## config.mk

```make
export PLATFORM = sky130hd
export DESIGN_NAME = base85_word_codec_flat
export DESIGN_NICKNAME = d
export VERILOG_FILES = /design/src/sv/b85_pkg.sv /design/src/sv/b85_if.sv /design/src/sv/base85_word_codec.sv /design/src/sv/b85_cell.sv /design/src/flat_wrapper.sv
export SDC_FILE = /design/constraint.sdc
export NUM_CORES = 2
export LEC_CHECK = 0
export ABC_CLOCK_PERIOD_IN_PS = 11280
export BUFFER_PORTS_ARGS = -buffer_cell sky130_fd_sc_hd__buf_4
export CAP_MARGIN = 5
export CORE_MARGIN = 2
export CORE_UTILIZATION = 66
export DETAILED_ROUTE_END_ITERATION = 16
export GPL_TIMING_DRIVEN = 0
export HOLD_SLACK_MARGIN = 0.02
export PLACE_DENSITY_LB_ADDON = 0.08
export REMOVE_ABC_BUFFERS = 1
export SLEW_MARGIN = 10
export SYNTH_ARGS = -nofsm -noshare
export SYNTH_HDL_FRONTEND = slang
export SYNTH_SLANG_ARGS = --single-unit
```

## constraint.sdc

```tcl
create_clock -name clk -period 11.28 [get_ports clk]
set_input_delay 1.128 -clock clk [delete_from_list [all_inputs] [get_ports clk]]
set_output_delay 1.128 -clock clk [all_outputs]
set_load 0.02 [all_outputs]
```

## src/sv/b85_pkg.sv

```systemverilog
// shared types, constants and digit/character mapping for the base-85 word codec
// no dependencies; used by the interfaces, the cell and the top level
`timescale 1ns / 1ps

package b85_pkg;

  localparam int WORD_W     = 32;
  localparam int ACC_W      = 33;  // 85^5 - 1 fits in 33 bits
  localparam int CHAR_IN_W  = 8;
  localparam int CHAR_OUT_W = 7;
  localparam int DIGITS     = 5;
  localparam int RADIX      = 85;
  localparam int NUM_PUNCT  = 23;

  // reciprocal of 85: floor(w * magic / 2^38) == w / 85 for every 32-bit w
  localparam logic [WORD_W-1:0] DIV85_MAGIC = 32'hC0C0C0C1;
  localparam int                DIV85_SHIFT = 38;

  localparam logic [6:0] DIGIT_BAD = 7'(RADIX);

  typedef enum logic {
    OP_ENCODE = 1'b0,
    OP_DECODE = 1'b1
  } op_t;

  // punctuation tail of the alphabet, digits 62 to 84
  localparam logic [CHAR_IN_W-1:0] PUNCT_TBL [NUM_PUNCT] = '{
    8'h21, 8'h23, 8'h24, 8'h25, 8'h26, 8'h28, 8'h29, 8'h2A, 8'h2B, 8'h2D, 8'h3B, 8'h3C,
    8'h3D, 8'h3E, 8'h3F, 8'h40, 8'h5E, 8'h5F, 8'h60, 8'h7B, 8'h7C, 8'h7D, 8'h7E
  };

  // one pipeline beat as it walks down the row of cells
  typedef struct packed {
    op_t                                op;
    logic [WORD_W-1:0]                  w;    // value still to split
    logic [WORD_W-1:0]                  q;    // w / 85, formed one stage ahead
    logic [ACC_W-1:0]                   acc;  // decode accumulator
    logic                               err;  // bad character seen
    logic [DIGITS-1:0][CHAR_IN_W-1:0]   cin;  // characters left to decode
    logic [DIGITS-1:0][CHAR_OUT_W-1:0]  cout; // encoded characters so far
  } stage_t;

  // word / 85 by reciprocal multiply
  function automatic logic [WORD_W-1:0] div85(input logic [WORD_W-1:0] w);
    logic [2*WORD_W-1:0] prod;
    prod = (2*WORD_W)'(w) * (2*WORD_W)'(DIV85_MAGIC);
    return WORD_W'(prod >> DIV85_SHIFT);
  endfunction

  // digit 0..84 to its ascii code
  function automatic logic [CHAR_OUT_W-1:0] char_of(input logic [6:0] d);
    logic [CHAR_OUT_W-1:0] c;
    logic [4:0]            idx;
    idx = 5'(d - 7'd62);
    c   = '0;
    if (d < 7'd10) begin
      c = 7'(7'h30 + d);
    end else if (d < 7'd36) begin
      c = 7'(7'h41 + d - 7'd10);
    end else if (d < 7'd62) begin
      c = 7'(7'h61 + d - 7'd36);
    end else if (idx < 5'(NUM_PUNCT)) begin
      c = CHAR_OUT_W'(PUNCT_TBL[idx]);
    end
    return c;
  endfunction

  // ascii code to digit, DIGIT_BAD when outside the alphabet
  function automatic logic [6:0] digit_of(input logic [CHAR_IN_W-1:0] c);
    logic [6:0] d;
    d = DIGIT_BAD;
    if (c inside {[8'h30:8'h39]}) begin
      d = 7'(c - 8'h30);
    end else if (c inside {[8'h41:8'h5A]}) begin
      d = 7'(c - 8'h37);
    end else if (c inside {[8'h61:8'h7A]}) begin
      d = 7'(c - 8'h3D);
    end else begin
      for (int i = 0; i < NUM_PUNCT; i++) begin
        if (c == PUNCT_TBL[i]) begin
          d = 7'(62 + i);
        end
      end
    end
    return d;
  endfunction

endpackage

```

## src/sv/b85_if.sv

```systemverilog
// valid/ready channel interfaces for the codec's input and result beats
// depends on b85_pkg for field widths
`timescale 1ns / 1ps

interface b85_in_if;
  logic                               valid;
  logic                               ready;
  logic                               operation;
  logic [b85_pkg::WORD_W-1:0]         word_in;
  logic [b85_pkg::CHAR_IN_W-1:0]      char_in_0;
  logic [b85_pkg::CHAR_IN_W-1:0]      char_in_1;
  logic [b85_pkg::CHAR_IN_W-1:0]      char_in_2;
  logic [b85_pkg::CHAR_IN_W-1:0]      char_in_3;
  logic [b85_pkg::CHAR_IN_W-1:0]      char_in_4;

  modport source (
    output valid, operation, word_in, char_in_0, char_in_1, char_in_2, char_in_3, char_in_4,
    input  ready
  );
  modport sink (
    input  valid, operation, word_in, char_in_0, char_in_1, char_in_2, char_in_3, char_in_4,
    output ready
  );
endinterface

interface b85_out_if;
  logic                               valid;
  logic                               ready;
  logic [b85_pkg::WORD_W-1:0]         word_out;
  logic [b85_pkg::CHAR_OUT_W-1:0]     char_out_0;
  logic [b85_pkg::CHAR_OUT_W-1:0]     char_out_1;
  logic [b85_pkg::CHAR_OUT_W-1:0]     char_out_2;
  logic [b85_pkg::CHAR_OUT_W-1:0]     char_out_3;
  logic [b85_pkg::CHAR_OUT_W-1:0]     char_out_4;
  logic                               valid_res;
  logic                               overflow;

  modport source (
    output valid, word_out, char_out_0, char_out_1, char_out_2, char_out_3, char_out_4,
           valid_res, overflow,
    input  ready
  );
  modport sink (
    input  valid, word_out, char_out_0, char_out_1, char_out_2, char_out_3, char_out_4,
           valid_res, overflow,
    output ready
  );
endinterface

```

## src/sv/base85_word_codec.sv

```systemverilog
// top level of the base-85 word codec: entry register and a row of five digit cells
// depends on b85_pkg, b85_if and b85_cell
`timescale 1ns / 1ps

// Converts one 32-bit word to five RFC 1924 base-85 characters, or five characters
// back to a word, per beat; operation selects the direction. One beat is accepted every
// cycle unless all stages are full and stalled; beats pass one entry register, where a
// 32x32 reciprocal multiplier forms the first quotient by 85, then five identical
// cells, one per digit, the last of which is the output register. Each stage holds
// its beat only while the next stage is full and stalled, so in_bus.ready drops only
// when every stage is occupied and out_bus.ready is low. Decode flags a bad character
// with valid_res low and word_out zero, and flags a value above 2^32-1 with overflow
// while word_out keeps its low 32 bits. No memory, no clearing pass after reset.
module base85_word_codec (
  input  logic      clk,
  input  logic      rst_n,
  b85_in_if.sink    in_bus,
  b85_out_if.source out_bus
);
  import b85_pkg::*;

  logic   entry_valid_r;
  stage_t entry_r;
  stage_t entry_nxt;
  logic   entry_ready;

  stage_t             link_data [DIGITS+1];
  logic [DIGITS:0]    link_valid;
  logic [DIGITS:0]    link_ready;
  stage_t             last;

  // entry beat: capture the fields and the first quotient
  always_comb begin
    entry_nxt         = '0;
    entry_nxt.op      = op_t'(in_bus.operation);
    entry_nxt.w       = in_bus.word_in;
    entry_nxt.q       = div85(in_bus.word_in);
    entry_nxt.cin[0]  = in_bus.char_in_0;
    entry_nxt.cin[1]  = in_bus.char_in_1;
    entry_nxt.cin[2]  = in_bus.char_in_2;
    entry_nxt.cin[3]  = in_bus.char_in_3;
    entry_nxt.cin[4]  = in_bus.char_in_4;
  end

  assign entry_ready  = !entry_valid_r || link_ready[0];
  assign in_bus.ready = entry_ready;

  always_ff @(posedge clk) begin
    if (!rst_n) begin
      entry_valid_r <= 1'b0;
    end else if (entry_ready) begin
      entry_valid_r <= in_bus.valid;
    end
  end

  always_ff @(posedge clk) begin
    if (entry_ready && in_bus.valid) begin
      entry_r <= entry_nxt;
    end
  end

  assign link_valid[0] = entry_valid_r;
  assign link_data[0]  = entry_r;

  // row of digit cells
  for (genvar k = 0; k < DIGITS; k++) begin : g_cell
    b85_cell u_cell (
      .clk      (clk),
      .rst_n    (rst_n),
      .up_valid (link_valid[k]),
      .up_ready (link_ready[k]),
      .up_data  (link_data[k]),
      .dn_valid (link_valid[k+1]),
      .dn_ready (link_ready[k+1]),
      .dn_data  (link_data[k+1])
    );
  end

  assign link_ready[DIGITS] = out_bus.ready;
  assign last               = link_data[DIGITS];

  // result beat from the last cell
  assign out_bus.valid      = link_valid[DIGITS];
  assign out_bus.word_out   = last.err ? '0 : last.acc[WORD_W-1:0];
  assign out_bus.valid_res  = !last.err;
  assign out_bus.overflow   = !last.err && last.acc[ACC_W-1];
  assign out_bus.char_out_0 = last.cout[0];
  assign out_bus.char_out_1 = last.cout[1];
  assign out_bus.char_out_2 = last.cout[2];
  assign out_bus.char_out_3 = last.cout[3];
  assign out_bus.char_out_4 = last.cout[4];

endmodule

```

## src/sv/b85_cell.sv

```systemverilog
// one digit cell: splits off one base-85 digit or folds in one decoded character
// depends on b85_pkg for stage_t, div85, char_of and digit_of
`timescale 1ns / 1ps

module b85_cell (
  input  logic            clk,
  input  logic            rst_n,
  input  logic            up_valid,
  output logic            up_ready,
  input  b85_pkg::stage_t up_data,
  output logic            dn_valid,
  input  logic            dn_ready,
  output b85_pkg::stage_t dn_data
);
  import b85_pkg::*;

  logic              valid_r;
  stage_t            data_r;
  stage_t            data_nxt;
  logic [WORD_W-1:0] q_times85;
  logic [6:0]        rem;
  logic [6:0]        dig;
  logic [ACC_W-1:0]  acc_times85;

  // constant multiplies by 85 as shift-add
  assign q_times85   = (up_data.q << 6) + (up_data.q << 4) + (up_data.q << 2) + up_data.q;
  assign acc_times85 = (up_data.acc << 6) + (up_data.acc << 4) + (up_data.acc << 2)
                     + up_data.acc;
  assign rem         = 7'(up_data.w - q_times85);
  assign dig         = digit_of(up_data.cin[0]);

  // digit step
  always_comb begin
    data_nxt = up_data;
    for (int i = 1; i < DIGITS; i++) begin
      data_nxt.cout[i] = up_data.cout[i-1];
    end
    for (int i = 0; i < DIGITS - 1; i++) begin
      data_nxt.cin[i] = up_data.cin[i+1];
    end
    data_nxt.cin[DIGITS-1] = '0;
    if (up_data.op == OP_ENCODE) begin
      data_nxt.cout[0] = char_of(rem);
      data_nxt.w       = up_data.q;
      data_nxt.q       = div85(up_data.q);
    end else begin
      data_nxt.cout[0] = '0;
      data_nxt.acc     = acc_times85 + ACC_W'(dig);
      data_nxt.err     = up_data.err | (dig == DIGIT_BAD);
    end
  end

  // stage handshake: take a beat when empty or when the neighbor takes ours
  assign up_ready = !valid_r || dn_ready;

  always_ff @(posedge clk) begin
    if (!rst_n) begin
      valid_r <= 1'b0;
    end else if (up_ready) begin
      valid_r <= up_valid;
    end
  end

  always_ff @(posedge clk) begin
    if (up_ready && up_valid) begin
      data_r <= data_nxt;
    end
  end

  assign dn_valid = valid_r;
  assign dn_data  = data_r;

endmodule

```

## src/flat_wrapper.sv

```systemverilog
// flat-port wrapper written by rule: the top's interface ports become plain ports
module base85_word_codec_flat import b85_pkg::*;
  (clk, rst_n, in_bus_valid, in_bus_operation, in_bus_word_in, in_bus_char_in_0, in_bus_char_in_1, in_bus_char_in_2, in_bus_char_in_3, in_bus_char_in_4, in_bus_ready, out_bus_valid, out_bus_word_out, out_bus_char_out_0, out_bus_char_out_1, out_bus_char_out_2, out_bus_char_out_3, out_bus_char_out_4, out_bus_valid_res, out_bus_overflow, out_bus_ready);
  b85_in_if in_bus_i ();
  b85_out_if out_bus_i ();
  input  logic clk;
  input  logic rst_n;
  input wire logic [$bits(in_bus_i.valid)-1:0] in_bus_valid;
  input wire logic [$bits(in_bus_i.operation)-1:0] in_bus_operation;
  input wire logic [$bits(in_bus_i.word_in)-1:0] in_bus_word_in;
  input wire logic [$bits(in_bus_i.char_in_0)-1:0] in_bus_char_in_0;
  input wire logic [$bits(in_bus_i.char_in_1)-1:0] in_bus_char_in_1;
  input wire logic [$bits(in_bus_i.char_in_2)-1:0] in_bus_char_in_2;
  input wire logic [$bits(in_bus_i.char_in_3)-1:0] in_bus_char_in_3;
  input wire logic [$bits(in_bus_i.char_in_4)-1:0] in_bus_char_in_4;
  output wire logic [$bits(in_bus_i.ready)-1:0] in_bus_ready;
  output wire logic [$bits(out_bus_i.valid)-1:0] out_bus_valid;
  output wire logic [$bits(out_bus_i.word_out)-1:0] out_bus_word_out;
  output wire logic [$bits(out_bus_i.char_out_0)-1:0] out_bus_char_out_0;
  output wire logic [$bits(out_bus_i.char_out_1)-1:0] out_bus_char_out_1;
  output wire logic [$bits(out_bus_i.char_out_2)-1:0] out_bus_char_out_2;
  output wire logic [$bits(out_bus_i.char_out_3)-1:0] out_bus_char_out_3;
  output wire logic [$bits(out_bus_i.char_out_4)-1:0] out_bus_char_out_4;
  output wire logic [$bits(out_bus_i.valid_res)-1:0] out_bus_valid_res;
  output wire logic [$bits(out_bus_i.overflow)-1:0] out_bus_overflow;
  input wire logic [$bits(out_bus_i.ready)-1:0] out_bus_ready;
  assign in_bus_i.valid = in_bus_valid;
  assign in_bus_i.operation = in_bus_operation;
  assign in_bus_i.word_in = in_bus_word_in;
  assign in_bus_i.char_in_0 = in_bus_char_in_0;
  assign in_bus_i.char_in_1 = in_bus_char_in_1;
  assign in_bus_i.char_in_2 = in_bus_char_in_2;
  assign in_bus_i.char_in_3 = in_bus_char_in_3;
  assign in_bus_i.char_in_4 = in_bus_char_in_4;
  assign in_bus_ready = in_bus_i.ready;
  assign out_bus_valid = out_bus_i.valid;
  assign out_bus_word_out = out_bus_i.word_out;
  assign out_bus_char_out_0 = out_bus_i.char_out_0;
  assign out_bus_char_out_1 = out_bus_i.char_out_1;
  assign out_bus_char_out_2 = out_bus_i.char_out_2;
  assign out_bus_char_out_3 = out_bus_i.char_out_3;
  assign out_bus_char_out_4 = out_bus_i.char_out_4;
  assign out_bus_valid_res = out_bus_i.valid_res;
  assign out_bus_overflow = out_bus_i.overflow;
  assign out_bus_i.ready = out_bus_ready;
  base85_word_codec u_core (.clk(clk), .rst_n(rst_n), .in_bus(in_bus_i), .out_bus(out_bus_i));
endmodule
```

==> flow_metrics.tcl <==
set metrics [dict create \
    firstDrtPassIters 13 \
    drtAntennaViolNets 0 \
    max_slew_margin_pct 22.2 \
    avgRoutedWirePerCell_microns 19.3 \
    violations "design-rule violations" \
    drcViolationCount 15 \
    ys_ff_latch 496 \
    hold_viol 0 \
    hpwl_microns 137000 \
    cts-root-buf "clkbuf_16" \
    synth_common_cells "ha_1 (1430), inv_1 (1225), fa_1 (733)" \
    grt_max_degree 37 \
    critPathRequiredTime_ns 11.70 \
    regToRegSetupSlack_ns 3.86 \
    slowest_stage "nor4b_2" \
    final_cell_area_sq_mm 0.0749 \
    post_synth.cell_area_avg_sq_um 10.2 \
    wirelength_microns 161000 \
    fmax_mhz 133 \
    gp_congestion 0.966 \
    dp.cells 8264 \
    worst_r2r_path_depth 21 \
    htreeDepth 2 \
    top_usage_layer "met2" \
    status "finished with violations" \
    rsz0062_at_grt "false" \
    fin_setup_tns_ns 0 \
    ys_types 105 \
    clock_latency_ns 0.69 \
    start_kind "primary input" \
    n_antenna_cell 0 \
    critPathCaptureType "flip-flop" \
    worstHoldPathCells 0 \
    netlist_area_sq_mm 0.0702 \
    antenna_found_initial 1 \
    yosys_warnings 0 \
    cts.clk_slew.worst_paths_ns 0.06 \
    ys_async_sr_fraction_pct 0 \
    r2r_end "u_core.g_cell[2].u_cell.dn_data[128]" \
    grt_pass1_vias 49665 \
    gr-usage-met1_pct 43.8 \
    finalCritPeriodShare_pct 66.6 \
    num_vias 49194 \
    setup_ws_ns 3.76 \
    path_class "in2reg" \
    synth_most_common_cell "ha_1" \
    setup_violations 0 \
    synth_edf_count 490 \
    track_usage_pct 30.4 \
    post-cts-setup-buffers 0 \
    dpl_cell_area_sq_mm 0.0730 \
    cts_resized 0 \
    cts_made_buffers 56 \
    cts_tree "yes" \
    grt.overflow.total 0 \
    min_to "u_core.g_cell[4].u_cell.dn_data[22]" \
    chipHeight_microns 330 \
    fin_cells 8368 \
    crit_top_cell "ha_1" \
    synthFlopType "edfxtp_1" \
    dpl_worst_slack_ns 3.27 \
    r2r_start "u_core.g_cell[1].u_cell.dn_data[127]" \
    cts_hold_buf 0 \
    drive_gt1_share_pct 5.82 \
    drv_slew 0 \
    grtUsageMet3_pct 3.46 \
    crit_fanout 4 \
    met2_usage_pct 49.2 \
    via_per_inst 5.88 \
    syn2layout_area_growth_pct 6.82 \
    skew_ns 0.0637 \
    maxCapViolCount 0 \
    path_buf_inv 5 \
    min-delay-start "u_core.g_cell[3].u_cell.dn_data[15]" \
    cts.path.max_buffers 3 \
    die_w_microns 330 \
    boundaryPins 148 \
    fin_nets 9171 \
    synth_top_cell_by_area "ha_1" \
    synth_top_cell_area_share_pct 25.5 \
    slowest_delay_ns 0.75 \
    drtIter0Drc 3716 \
    synthCells 6849 \
    path_delay_family "adder cells" \
    hp-class "reg2reg" \
    clock_sinks 496 \
    critPathArrivalTime_ns 7.94 \
    row_count 119 \
    initial_core_util_pct 66.6 \
    max_slew.worst_pin.slew_ns 1.16 \
    layout_min_cycle_time_ns 7.52 \
    synth-seq-area-share_pct 21.1 \
    path_cells "buf_4 > ha_1 > ha_1 > ha_1 > inv_1 > fa_1 > inv_1 > fa_1 > inv_1 > fa_1 > inv_1 > fa_1 > ha_1 > ha_1 > nand4_1 > or4_1 > or2_0 > nor4b_2 > o21ai_1 > nand3_1 > a41oi_1 > a21oi_1 > a21oi_1 > xnor2_1" \
    placeableCoreArea_sq_mm 0.105 \
    synthTopCellsByArea "ha_1 (26%), edfxtp_1 (21%), fa_1 (21%)" \
    numPortBuffers 147 \
    die_area_sq_mm 0.109 \
    grt_pass1_wl_microns 263000 \
]
## cell families after synthesis
| kind of cell | Yosys count | synth area share (%) |
|---|---|---|
| simple gates | 1167 | 8.12 |
| flops | 496 | 21.1 |
| xor+xnor | 306 | 3.99 |
| compound gates | 1262 | 11.6 |
| fa+ha+maj | 2163 | 46.4 |
| mux | 71 | 1.16 |
| buf+inv | 1384 | 7.59 |
## per-layer routing
layer  vias to the layer above  wire length (microns)
li1                      23652                      -
met1                     23997                  73200
met2                      1298                  75000
met3                       245                   8840
met4                         2                   4320
met5                         -                     15
## area by class of cell
cell class	instances	area, sq um
Sequential cell	496	14800
Timing Repair Buffer	177	1740
Multi-Input combinational cell	4969	50100
Fill cell	7927	30500
Tap cell	1391	1740
Clock buffer	61	1420
Inverter	1231	4620
Clock inverter	43	512
## flip-flops by register name, indices dropped and copies added, names as in the netlist
signal / cells
u_core.entry_r: 74
u_core.entry_valid_r: 1
u_core.g_cell.u_cell.dn_valid: 5
u_core.g_cell.u_cell.dn_data: 416
## placed cells by master, fill, tap and decap left out, types with 40 or more instances in the layout
cell type  instances
a211oi_1          59
a21o_1            86
a21oi_1          345
a31oi_1           52
and2_1            54
and3_1            40
buf_4            147
clkbuf_16         56
edfxtp_1         490
fa_1             733
ha_1            1430
inv_1           1225
mux2_2            51
nand2_1          338
nand3_1           79
nand4_1           43
nor2_1           296
nor2b_1           76
nor3_1            73
o211ai_1          45
o21a_1            54
o21ai_0          293
xnor2_1          224
xor2_1            69
## worst register-to-register path: cells and delay by family (launching register included)
family,cells,cell delay (ns)
AND/OR/NAND/NOR,2,0.71
flip-flops,1,0.57
buffers and inverters,4,0.26
AO/OA/AOI/OAI,7,2.08
adder cells (fa/ha/maj),8,3.56
## per-stage QoR
| step | hold slack [ns] | utilization, % |
|---|---|---|
| global placement | 0.400 | 68.6 |
| CTS | 0.374 | 71.1 |
| global route | 0.393 | 71.1 |
| finish | 0.386 | 71.1 |
| floorplan | 0.400 | - |
| detailed placement | 0.405 | 69.3 |
## how the worst max path moves through the flow
| stage | cells after the start | slack, ns | endpoint | start |
|---|---|---|---|---|
| global placement | 3 | 0.01 | u_core.g_cell[3].u_cell.dn_data[110] | out_bus_ready |
| CTS | 24 | 3.93 | u_core.entry_r[134] | in_bus_word_in[18] |
| global route | 24 | 3.44 | u_core.entry_r[134] | in_bus_word_in[18] |
| floorplan | 4 | 3.12 | u_core.g_cell[0].u_cell.dn_data[0] | out_bus_ready |
| finish | 24 | 3.76 | u_core.entry_r[134] | in_bus_word_in[18] |
| detailed placement | 24 | 3.27 | u_core.entry_r[134] | in_bus_word_in[18] |
Power is left out: the tool's default activity adds up to more than one toggle a clock period on the data nets, which glitch-free logic cannot reach.
